`config.mk`:
```
export PLATFORM = sky130hd
export DESIGN_NAME = buffer_pool_frame_table_core
export DESIGN_NICKNAME = d
export VERILOG_FILES = /design/src/bpft_pkg.sv /design/src/bpft_ctrl.sv /design/src/bpft_datapath.sv /design/src/buffer_pool_frame_table_core.sv
export SDC_FILE = /design/constraint.sdc
export NUM_CORES = 2
export LEC_CHECK = 0
export BUFFER_PORTS_ARGS = -buffer_cell sky130_fd_sc_hd__buf_4
export CAP_MARGIN = 20
export CORE_ASPECT_RATIO = 0.6
export CORE_MARGIN = 5
export CORE_UTILIZATION = 54
export CTS_CLUSTER_DIAMETER = 80
export DETAILED_ROUTE_END_ITERATION = 6
export HOLD_SLACK_MARGIN = 0.03
export PLACE_DENSITY = 0.7
export SETUP_SLACK_MARGIN = 0.2
export SLEW_MARGIN = 0
export SYNTH_ARGS = -nofsm -noshare
export SYNTH_HDL_FRONTEND = slang
export SYNTH_SLANG_ARGS = --single-unit
```
`constraint.sdc`:
```
create_clock -name clock -period 14.6 [get_ports clock]
set_input_delay 1.46 -clock clock [delete_from_list [all_inputs] [get_ports clock]]
set_output_delay 1.46 -clock clock [all_outputs]
set_load 0.1 [all_outputs]
```
`src/bpft_pkg.sv`:
```
// ----------------------------------------------------------------------------
// bpft_pkg
// shared constants, codes and controller/datapath handshake types of the
// buffer pool frame table
// ----------------------------------------------------------------------------
package bpft_pkg;

   // field widths
   localparam int PAGE_BITS   = 20;
   localparam int CMD_W       = 3;
   localparam int STATUS_W    = 2;
   localparam int FIDX_OUT_W  = 4;
   localparam int CFG_W       = 5;
   localparam int PIN_W       = 8;

   // pool size default and flush limit
   localparam int FRAMES_DEF  = 16;
   localparam int MAX_OUT     = 16;
   localparam int CNT_W       = $clog2(MAX_OUT);

   localparam logic [CFG_W-1:0] CFG_RESET = CFG_W'(16);

   // command codes
   localparam logic [CMD_W-1:0] CMD_PIN   = 3'd0;
   localparam logic [CMD_W-1:0] CMD_UNPIN = 3'd1;
   localparam logic [CMD_W-1:0] CMD_DIRTY = 3'd2;
   localparam logic [CMD_W-1:0] CMD_FORCE = 3'd3;
   localparam logic [CMD_W-1:0] CMD_FLUSH = 3'd4;

   // status codes
   localparam logic [STATUS_W-1:0] ST_OK        = 2'd0;
   localparam logic [STATUS_W-1:0] ST_FULL      = 2'd1;
   localparam logic [STATUS_W-1:0] ST_NOT_FOUND = 2'd2;

   // controller to datapath
   typedef struct packed {
      logic load;
      logic exec;
      logic flush_step;
   } ctl_type;

   // datapath to controller
   typedef struct packed {
      logic is_flush;
      logic flush_last;
   } sts_type;

endpackage

```
`src/bpft_ctrl.sv`:
```
// ----------------------------------------------------------------------------
// bpft_ctrl
// command sequencer: accepts a command, runs an execute step or a run of
// flush steps, then returns to idle
// ----------------------------------------------------------------------------
module bpft_ctrl (
   input  logic              clock,
   input  logic              reset,
   input  logic              start,
   input  bpft_pkg::sts_type sts,
   output bpft_pkg::ctl_type ctl,
   output logic              busy
);
   import bpft_pkg::*;

   typedef enum logic {
      S_IDLE,
      S_RUN
   } state_type;

   state_type state_ff, state_in;
   logic      busy_ff;

   always_comb begin
      state_in = state_ff;
      ctl      = '0;
      case (state_ff)
         S_IDLE: begin
            if (start) begin
               ctl.load = 1'b1;
               state_in = S_RUN;
            end
         end
         S_RUN: begin
            if (sts.is_flush) begin
               ctl.flush_step = 1'b1;
               if (sts.flush_last) begin
                  state_in = S_IDLE;
               end
            end else begin
               ctl.exec = 1'b1;
               state_in = S_IDLE;
            end
         end
         default: begin
            state_in = S_IDLE;
         end
      endcase
   end

   always_ff @(posedge clock) begin
      if (reset) begin
         state_ff <= S_IDLE;
         busy_ff  <= 1'b0;
      end else begin
         state_ff <= state_in;
         busy_ff  <= (state_in == S_RUN);
      end
   end

   assign busy = busy_ff;

endmodule

```
`src/bpft_datapath.sv`:
```
// ----------------------------------------------------------------------------
// bpft_datapath
// frame table registers, parallel page match and victim search, flush
// selection and the result register
// ----------------------------------------------------------------------------
module bpft_datapath #(
   parameter int FRAMES = bpft_pkg::FRAMES_DEF
) (
   input  logic                             clock,
   input  logic                             reset,
   input  bpft_pkg::ctl_type                ctl,
   output bpft_pkg::sts_type                sts,
   input  logic [bpft_pkg::CMD_W-1:0]       req_command,
   input  logic [bpft_pkg::PAGE_BITS-1:0]   req_page_number,
   input  logic                             csr_we,
   input  logic [bpft_pkg::CFG_W-1:0]       csr_data,
   output logic                             rsp_strobe,
   output logic [bpft_pkg::STATUS_W-1:0]    rsp_status,
   output logic [bpft_pkg::FIDX_OUT_W-1:0]  rsp_frame_index,
   output logic                             rsp_read_request,
   output logic                             rsp_write_request,
   output logic [bpft_pkg::PAGE_BITS-1:0]   rsp_write_page,
   output logic                             rsp_last
);
   import bpft_pkg::*;

   localparam int FIDX_W = (FRAMES > 1) ? $clog2(FRAMES) : 1;

   // latched command
   logic [CMD_W-1:0]     cmd_ff;
   logic [PAGE_BITS-1:0] page_ff;
   logic [CFG_W-1:0]     cfg_ff;
   logic [CNT_W-1:0]     flush_cnt_ff;

   // frame table
   logic                 valid_ff [FRAMES];
   logic                 dirty_ff [FRAMES];
   logic [PIN_W-1:0]     pins_ff  [FRAMES];
   logic [PAGE_BITS-1:0] tpage_ff [FRAMES];

   // match vectors
   logic [FRAMES-1:0] in_range, hit_vec, free_vec, elig_vec, elig_low;
   logic              hit_any, free_any, elig_any, elig_rest;
   logic [FIDX_W-1:0] hit_idx, free_idx, elig_idx;

   // table update
   logic              tbl_we, page_we;
   logic [FIDX_W-1:0] tbl_idx;
   logic              entry_valid_in, entry_dirty_in;
   logic [PIN_W-1:0]  entry_pins_in;

   // result
   logic [STATUS_W-1:0]  status_in;
   logic [FIDX_W-1:0]    fidx_in;
   logic                 rd_in, wr_in, last_in, strobe_in;
   logic [PAGE_BITS-1:0] wpage_in;

   logic [STATUS_W-1:0]   rsp_status_ff;
   logic [FIDX_OUT_W-1:0] rsp_fidx_ff;
   logic                  rsp_rd_ff, rsp_wr_ff, rsp_last_ff, rsp_strobe_ff;
   logic [PAGE_BITS-1:0]  rsp_wpage_ff;

   logic flush_limit;

   always_comb begin
      for (int i = 0; i < FRAMES; i++) begin
         in_range[i] = (int'(cfg_ff) > i);
         hit_vec[i]  = in_range[i] && valid_ff[i] && (tpage_ff[i] == page_ff);
         free_vec[i] = in_range[i] && (pins_ff[i] == '0);
         elig_vec[i] = in_range[i] && valid_ff[i] && dirty_ff[i] && (pins_ff[i] == '0);
      end
   end

   // lowest set index of each vector
   always_comb begin
      hit_idx  = '0;
      free_idx = '0;
      elig_idx = '0;
      for (int i = FRAMES - 1; i >= 0; i--) begin
         if (hit_vec[i]) begin
            hit_idx = FIDX_W'(i);
         end
         if (free_vec[i]) begin
            free_idx = FIDX_W'(i);
         end
         if (elig_vec[i]) begin
            elig_idx = FIDX_W'(i);
         end
      end
   end

   assign hit_any   = |hit_vec;
   assign free_any  = |free_vec;
   assign elig_any  = |elig_vec;
   assign elig_low  = elig_vec & (~elig_vec + FRAMES'(1));
   assign elig_rest = |(elig_vec & ~elig_low);

   assign flush_limit    = (flush_cnt_ff == CNT_W'(MAX_OUT - 1));
   assign sts.is_flush   = (cmd_ff == CMD_FLUSH);
   assign sts.flush_last = !elig_any || !elig_rest || flush_limit;

   always_comb begin
      tbl_we         = 1'b0;
      page_we        = 1'b0;
      tbl_idx        = '0;
      entry_valid_in = 1'b0;
      entry_dirty_in = 1'b0;
      entry_pins_in  = '0;
      status_in      = ST_OK;
      fidx_in        = '0;
      rd_in          = 1'b0;
      wr_in          = 1'b0;
      wpage_in       = '0;
      last_in        = 1'b1;
      strobe_in      = ctl.exec || ctl.flush_step;
      if (ctl.exec) begin
         case (cmd_ff)
            CMD_PIN: begin
               if (hit_any) begin
                  // already resident: count one more pin, saturating
                  tbl_we         = 1'b1;
                  tbl_idx        = hit_idx;
                  entry_valid_in = valid_ff[hit_idx];
                  entry_dirty_in = dirty_ff[hit_idx];
                  entry_pins_in  = (pins_ff[hit_idx] == '1) ? pins_ff[hit_idx]
                                                           : pins_ff[hit_idx] + PIN_W'(1);
                  fidx_in        = hit_idx;
               end else if (free_any) begin
                  // load into lowest unpinned frame, write back a dirty victim
                  tbl_we         = 1'b1;
                  page_we        = 1'b1;
                  tbl_idx        = free_idx;
                  entry_valid_in = 1'b1;
                  entry_dirty_in = 1'b0;
                  entry_pins_in  = PIN_W'(1);
                  fidx_in        = free_idx;
                  rd_in          = 1'b1;
                  wr_in          = valid_ff[free_idx] && dirty_ff[free_idx];
                  wpage_in       = wr_in ? tpage_ff[free_idx] : '0;
               end else begin
                  status_in = ST_FULL;
               end
            end
            CMD_UNPIN, CMD_DIRTY, CMD_FORCE: begin
               if (!hit_any) begin
                  status_in = ST_NOT_FOUND;
               end else begin
                  tbl_we         = 1'b1;
                  tbl_idx        = hit_idx;
                  entry_valid_in = valid_ff[hit_idx];
                  entry_dirty_in = dirty_ff[hit_idx];
                  entry_pins_in  = pins_ff[hit_idx];
                  fidx_in        = hit_idx;
                  if (cmd_ff == CMD_UNPIN) begin
                     if (pins_ff[hit_idx] != '0) begin
                        entry_pins_in = pins_ff[hit_idx] - PIN_W'(1);
                     end
                  end else if (cmd_ff == CMD_DIRTY) begin
                     entry_dirty_in = 1'b1;
                  end else begin
                     entry_dirty_in = 1'b0;
                     wr_in          = 1'b1;
                     wpage_in       = tpage_ff[hit_idx];
                  end
               end
            end
            default: begin
            end
         endcase
      end else if (ctl.flush_step) begin
         if (elig_any) begin
            tbl_we         = 1'b1;
            tbl_idx        = elig_idx;
            entry_valid_in = valid_ff[elig_idx];
            entry_dirty_in = 1'b0;
            entry_pins_in  = pins_ff[elig_idx];
            fidx_in        = elig_idx;
            wr_in          = 1'b1;
            wpage_in       = tpage_ff[elig_idx];
            last_in        = sts.flush_last;
         end
      end
   end

   // command latch, configuration and flush counter
   always_ff @(posedge clock) begin
      if (reset) begin
         cfg_ff       <= CFG_RESET;
         flush_cnt_ff <= '0;
      end else begin
         if (csr_we) begin
            cfg_ff <= csr_data;
         end
         if (ctl.load) begin
            flush_cnt_ff <= '0;
         end else if (ctl.flush_step) begin
            flush_cnt_ff <= flush_cnt_ff + CNT_W'(1);
         end
      end
   end

   always_ff @(posedge clock) begin
      if (ctl.load) begin
         cmd_ff  <= req_command;
         page_ff <= req_page_number;
      end
   end

   // frame table state
   always_ff @(posedge clock) begin
      if (reset) begin
         for (int i = 0; i < FRAMES; i++) begin
            valid_ff[i] <= 1'b0;
            dirty_ff[i] <= 1'b0;
            pins_ff[i]  <= '0;
         end
      end else if (tbl_we) begin
         valid_ff[tbl_idx] <= entry_valid_in;
         dirty_ff[tbl_idx] <= entry_dirty_in;
         pins_ff[tbl_idx]  <= entry_pins_in;
      end
   end

   always_ff @(posedge clock) begin
      if (page_we) begin
         tpage_ff[tbl_idx] <= page_ff;
      end
   end

   // result register
   always_ff @(posedge clock) begin
      if (reset) begin
         rsp_strobe_ff <= 1'b0;
      end else begin
         rsp_strobe_ff <= strobe_in;
      end
   end

   always_ff @(posedge clock) begin
      rsp_status_ff <= status_in;
      rsp_fidx_ff   <= FIDX_OUT_W'(fidx_in);
      rsp_rd_ff     <= rd_in;
      rsp_wr_ff     <= wr_in;
      rsp_wpage_ff  <= wpage_in;
      rsp_last_ff   <= last_in;
   end

   assign rsp_strobe        = rsp_strobe_ff;
   assign rsp_status        = rsp_status_ff;
   assign rsp_frame_index   = rsp_fidx_ff;
   assign rsp_read_request  = rsp_rd_ff;
   assign rsp_write_request = rsp_wr_ff;
   assign rsp_write_page    = rsp_wpage_ff;
   assign rsp_last          = rsp_last_ff;

endmodule

```
`src/buffer_pool_frame_table_core.sv`:
```
// ----------------------------------------------------------------------------
// buffer_pool_frame_table_core
// frame metadata table of a page buffer pool: pin, unpin, mark dirty, force
// and flush commands with read and write-back requests
// ----------------------------------------------------------------------------
//
// channel   ports                                   transfer when
// --------  --------------------------------------  -------------------------
// command   start, busy, req_command,               start high, busy low
//           req_page_number
// result    rsp_strobe, rsp_status, rsp_frame_index, rsp_strobe high (one
//           rsp_read_request, rsp_write_request,    cycle, cannot be held)
//           rsp_write_page, rsp_last
// config    csr_valid, csr_ready, csr_frames_in_use csr_valid and csr_ready
//
// pin, unpin, mark dirty, force and unknown codes run a single execute step;
//   the result strobes the cycle after, together with busy falling, and a
//   new command is taken only once busy is low
// flush all runs one step per cycle, one write-back transfer per dirty
//   unpinned frame (at most 16, or one empty result), busy until the last
//   step; the lowest eligible frame is picked each step from the table
// page match and victim search compare all frames in parallel
// reset clears the controller, valid, pin and dirty flags and sets the
//   frame count to 16; page numbers are only read from valid frames
// the result side has no back-pressure; config is always ready
//
module buffer_pool_frame_table_core #(
   parameter int FRAMES = bpft_pkg::FRAMES_DEF
) (
   input  logic                             clock,
   input  logic                             reset,
   // command channel
   input  logic                             start,
   output logic                             busy,
   input  logic [bpft_pkg::CMD_W-1:0]       req_command,
   input  logic [bpft_pkg::PAGE_BITS-1:0]   req_page_number,
   // result channel
   output logic                             rsp_strobe,
   output logic [bpft_pkg::STATUS_W-1:0]    rsp_status,
   output logic [bpft_pkg::FIDX_OUT_W-1:0]  rsp_frame_index,
   output logic                             rsp_read_request,
   output logic                             rsp_write_request,
   output logic [bpft_pkg::PAGE_BITS-1:0]   rsp_write_page,
   output logic                             rsp_last,
   // configuration channel
   input  logic                             csr_valid,
   output logic                             csr_ready,
   input  logic [bpft_pkg::CFG_W-1:0]       csr_frames_in_use
);
   import bpft_pkg::*;

   ctl_type ctl;
   sts_type sts;
   logic    busy_int;

   // register write needs no wait state
   assign csr_ready = 1'b1;

   // sequencer: one command at a time, start ignored while busy
   bpft_ctrl u_ctrl (
      .clock (clock),
      .reset (reset),
      .start (start),
      .sts   (sts),
      .ctl   (ctl),
      .busy  (busy_int)
   );

   // table, match logic and result register
   bpft_datapath #(
      .FRAMES (FRAMES)
   ) u_datapath (
      .clock             (clock),
      .reset             (reset),
      .ctl               (ctl),
      .sts               (sts),
      .req_command       (req_command),
      .req_page_number   (req_page_number),
      .csr_we            (csr_valid && csr_ready),
      .csr_data          (csr_frames_in_use),
      .rsp_strobe        (rsp_strobe),
      .rsp_status        (rsp_status),
      .rsp_frame_index   (rsp_frame_index),
      .rsp_read_request  (rsp_read_request),
      .rsp_write_request (rsp_write_request),
      .rsp_write_page    (rsp_write_page),
      .rsp_last          (rsp_last)
   );

   assign busy = busy_int;

   // a result only follows a working cycle
   a_rsp_after_busy : assert property (@(posedge clock) disable iff (reset)
      rsp_strobe |-> $past(busy))
      else $error("result strobe without a working cycle");

   // an accepted command always makes the block busy
   a_accept_busy : assert property (@(posedge clock) disable iff (reset)
      (start && !busy) |=> busy)
      else $error("accepted command did not start work");

   // error results close the command
   a_error_last : assert property (@(posedge clock) disable iff (reset)
      (rsp_strobe && (rsp_status != ST_OK)) |-> rsp_last)
      else $error("error result not marked last");

   // a read request comes only from a successful pin, as its single result
   a_read_ok : assert property (@(posedge clock) disable iff (reset)
      (rsp_strobe && rsp_read_request) |-> (rsp_status == ST_OK && rsp_last))
      else $error("read request on a failed or partial result");

   // busy is still high while a result that is not the last of its command is strobed
   a_last_idle : assert property (@(posedge clock) disable iff (reset)
      (rsp_strobe && !rsp_last) |-> busy)
      else $error("block went idle before the final result");

endmodule
```
==> impl_metrics.env <==
export IMPL_placement_io_buffers=62
export IMPL_synth_cells_most_frequent="sky130_fd_sc_hd__edfxtp_1, sky130_fd_sc_hd__nand2_1, sky130_fd_sc_hd__a211oi_1, sky130_fd_sc_hd__nor2_1, sky130_fd_sc_hd__xor2_1"
export IMPL_synth_area_per_cell_um2=9.93
export IMPL_max_cap_viol_count=0
export IMPL_timing_setup_tns_ns=0
export IMPL_crit_fanout=22
export IMPL_global_route_overflow_total=0
export IMPL_failing_checks="design-rule violations"
export IMPL_timing_critical_path_to_type="flop"
export IMPL_number_of_antenna_violations_at_the_first_check_in_global_routing=5
export IMPL_outcome="complete, but fails checks"
export IMPL_netlist_area_mm2=0.0356
export IMPL_critical_path_slowest_cell="sky130_fd_sc_hd__dfxtp_1"
export IMPL_synth_enable_flop_cells=503
export IMPL_fmax_mhz=117
export IMPL_routedWlPerCell_um=36.3
export IMPL_vdd_drop_max_v=0.0000914
export IMPL_maxSlewHeadroom=0.137
export IMPL_start_kind="flop"
export IMPL_dominantRegCellSynth="sky130_fd_sc_hd__edfxtp_1"
export IMPL_tightest_slew_ns=1.28
export IMPL_first_pass_iters=7
export IMPL_overall_routed_net_length_um=160000
export IMPL_cp_top_family="compound AO/OA/AOI/OAI gates"
export IMPL_finalCritPeriodShare=0.585
export IMPL_n_fill_cell=5401
export IMPL_cts_buffers=53
export IMPL_drc_errors=31
export IMPL_rsz0062_at_grt="false"
export IMPL_clk_path_buf_depth=3
export IMPL_yosys_warnings=0
export IMPL_grt_start_max_net_pins=164
export IMPL_cp_required_ns=14.96
export IMPL_synth_ff_latch_count=543
export IMPL_cts_setup_buffers=0
export IMPL_path_clk_slew_ns=0.07
export IMPL_detail_route_vias_per_cell=7.41
export IMPL_fp_dieH_um=209
export IMPL_timing_hold_violations_final=0
export IMPL_fin_hold_ws_ns=0.526
export IMPL_cts_tree="done"
export IMPL_insertion_delay_of_the_later_clocked_pin_in_the_worst_skew_pair_ns=0.65
export IMPL_power_per_cell_area_mw_per_mm2=95.8
export IMPL_io_pins=64
export IMPL_fin_area_mm2=0.0385
export IMPL_design_die_area_mm2=0.0714
export IMPL_gp_congestion=1.14
export IMPL_row_count=72
export IMPL_yosysSeqAreaShare=0.446
export IMPL_grt_pass1_vias=28970
export IMPL_synth_net_count=3626
export IMPL_place_hpwl_um=117000
export IMPL_hold_buf_cts=0
export IMPL_synth_area_leaders="sky130_fd_sc_hd__edfxtp_1, sky130_fd_sc_hd__a211oi_1, sky130_fd_sc_hd__mux2i_1, sky130_fd_sc_hd__xor2_1, sky130_fd_sc_hd__nand2_1"
export IMPL_dpl_instance_area_mm2=0.0365
export IMPL_total_routing_usage_gr=0.432
export IMPL_area_growth_pct=7.90
export IMPL_p_leak_nw=12.4
export IMPL_cts_sink_count=543
export IMPL_final_setup_viol_count=0
export IMPL_cts_root_buf="sky130_fd_sc_hd__clkbuf_16"
export IMPL_fin_crit_ns=8.54
export IMPL_grt_pass1_wl_um=222000
export IMPL_worst_hold_path_type="reg -> reg"
export IMPL_dieWidth_um=342
export IMPL_critical_path_class="reg -> reg"
export IMPL_synthDominantCellAreaShare=0.424
export IMPL_yosys_area_top_type="sky130_fd_sc_hd__edfxtp_1"
export IMPL_placeableCoreArea_mm2=0.0649
export IMPL_critical_path_max_stage_delay_ns=0.98
export IMPL_flop_to_flop_setup_slack_ns=6.06
export IMPL_drtIter0Drc=5940
export IMPL_antenna_violating_nets_post_route=0
export IMPL_worstPathBufferInverterCount=2
export IMPL_ffs_w_async_s_r_synth=0
export IMPL_timing_critical_path_arrival_ns=8.90
export IMPL_initial_utilization=0.549
export IMPL_critical_path_top_cell_by_count="sky130_fd_sc_hd__nor2_1"
export IMPL_netlist_cell_type_count=104
export IMPL_synthMostInstantiatedCell="sky130_fd_sc_hd__edfxtp_1"
export IMPL_worstPathCellList="nor2_1 -> a21oi_1 -> nand4_1 -> and2_1 -> a2111oi_4 -> buf_4 -> or2_0 -> buf_4 -> a211oi_1 -> o21bai_1 -> o21ai_0 -> a21oi_1 -> ha_1 -> nand4_1 -> nor4_4 -> nor2_1 -> a211o_1 -> a31oi_4 -> nor2_1"
export IMPL_synthesis_instances=3590
export IMPL_finish_net_count=3526
export IMPL_vias=32544
export IMPL_drive_gt1_frac=0.115
export IMPL_post_cts_resized_instances=0
export IMPL_clock_tree_htree_level_count=2
export IMPL_final_max_slew_violation_count=0
export IMPL_clock_skew_final_ns=0.0294
tightest hold or removal path: stages (launching register included):
cell                      delay, ns
sky130_fd_sc_hd__dfxtp_1       0.34
sky130_fd_sc_hd__xor2_1        0.07
sky130_fd_sc_hd__nor2_1        0.07
layout by cell type, fill, tap and decap left out, drive strengths merged, types with 67 or more instances in the layout:
master	netlist	routed
buf	100	133
a31oi	68	68
nor4	121	121
and2	96	96
mux2	90	90
clkbuf	188	70
nor2b	71	71
nor3	116	116
nor2	252	252
mux2i	215	215
nand2	358	358
edfxtp	503	503
a211oi	312	312
xnor2	94	94
a21oi	177	177
o21ai	67	67
xor2	232	232
through the flow:
stage          setup slack [ns]  utilization  std cells  power [W]
4_1_cts                    6.76        0.592       4384    0.00365
5_1_grt                    6.11        0.593       4386    0.00375
3_3_place_gp               6.96        0.563       4284    0.00216
2_1_floorplan              9.42            -       3590    0.00202
6_report                   6.06        0.593       4390    0.00368
3_5_place_dp               6.79        0.563       4284    0.00217
layout make-up:
| cell class | count | area [um2] | area share |
|---|---|---|---|
| Antenna cell | 4 | 10.0 | 0.000260 |
| Clock buffer | 70 | 1580 | 0.0410 |
| Clock inverter | 30 | 312 | 0.00810 |
| Inverter | 37 | 139 | 0.00361 |
| Multi-Input combinational cell | 2722 | 18400 | 0.479 |
| Sequential cell | 543 | 15900 | 0.414 |
| Tap cell | 851 | 1060 | 0.0277 |
| Timing Repair Buffer | 133 | 1040 | 0.0269 |
worst paths after layout:
kind	startpoint	endpoint	cells past startpoint
hold / removal	u_datapath.flush_cnt_ff[3]	u_datapath.flush_cnt_ff[3]	2
setup / recovery	u_datapath.cfg_ff[4]	u_datapath.pins_ff[12][0]	19
setup reg to reg	u_datapath.cfg_ff[4]	u_datapath.pins_ff[12][0]	19
hold reg to reg	u_datapath.flush_cnt_ff[3]	u_datapath.flush_cnt_ff[3]	2
per-layer routing:
| layer | vias to the layer above | global-route usage | part of all wire |
|---|---|---|---|
| li1 | 13292 | - | - |
| met2 | 3034 | 0.532 | 0.36 |
| met5 | - | 0.0753 | 0.0039 |
| met4 | 14 | 0.0865 | 0.028 |
| met3 | 375 | 0.276 | 0.21 |
| met1 | 15829 | 0.623 | 0.40 |
flip-flops by register name, summed over array words and instances (netlist names), 5 cells and up:
register                   count
u_datapath.cfg_ff              5
u_datapath.page_ff            20
u_datapath.tpage_ff          320
u_datapath.dirty_ff           16
u_datapath.valid_ff           16
u_datapath.rsp_write_page     20
u_datapath.pins_ff           128
report_power, final:
group | switching (W) | internal (W) | leakage (nW) | total, W
logic | 0.000309 | 0.000113 | 6.45 | 0.000422
clock network | 0.000658 | 0.000855 | 0.936 | 0.00151
registers | 0.0000290 | 0.00172 | 5.07 | 0.00175
total | 0.000996 | 0.00269 | 12.4 | 0.00368
kinds of logic (layout without fill, tap and decap cells):
group	Yosys count	in the layout	share of synthesized area
and+or+nand+nor	1298	1298	0.186
AOI/OAI and AO/OA	786	786	0.153
DFF	543	543	0.446
xor gates and xnor gates	326	326	0.0801
buffers and inverters	325	270	0.0426
muxes	306	306	0.0898
adders and majority gates	5	5	0.00169
other	1	5	0.000105
Note: power is estimated with default switching activity, not from simulation.
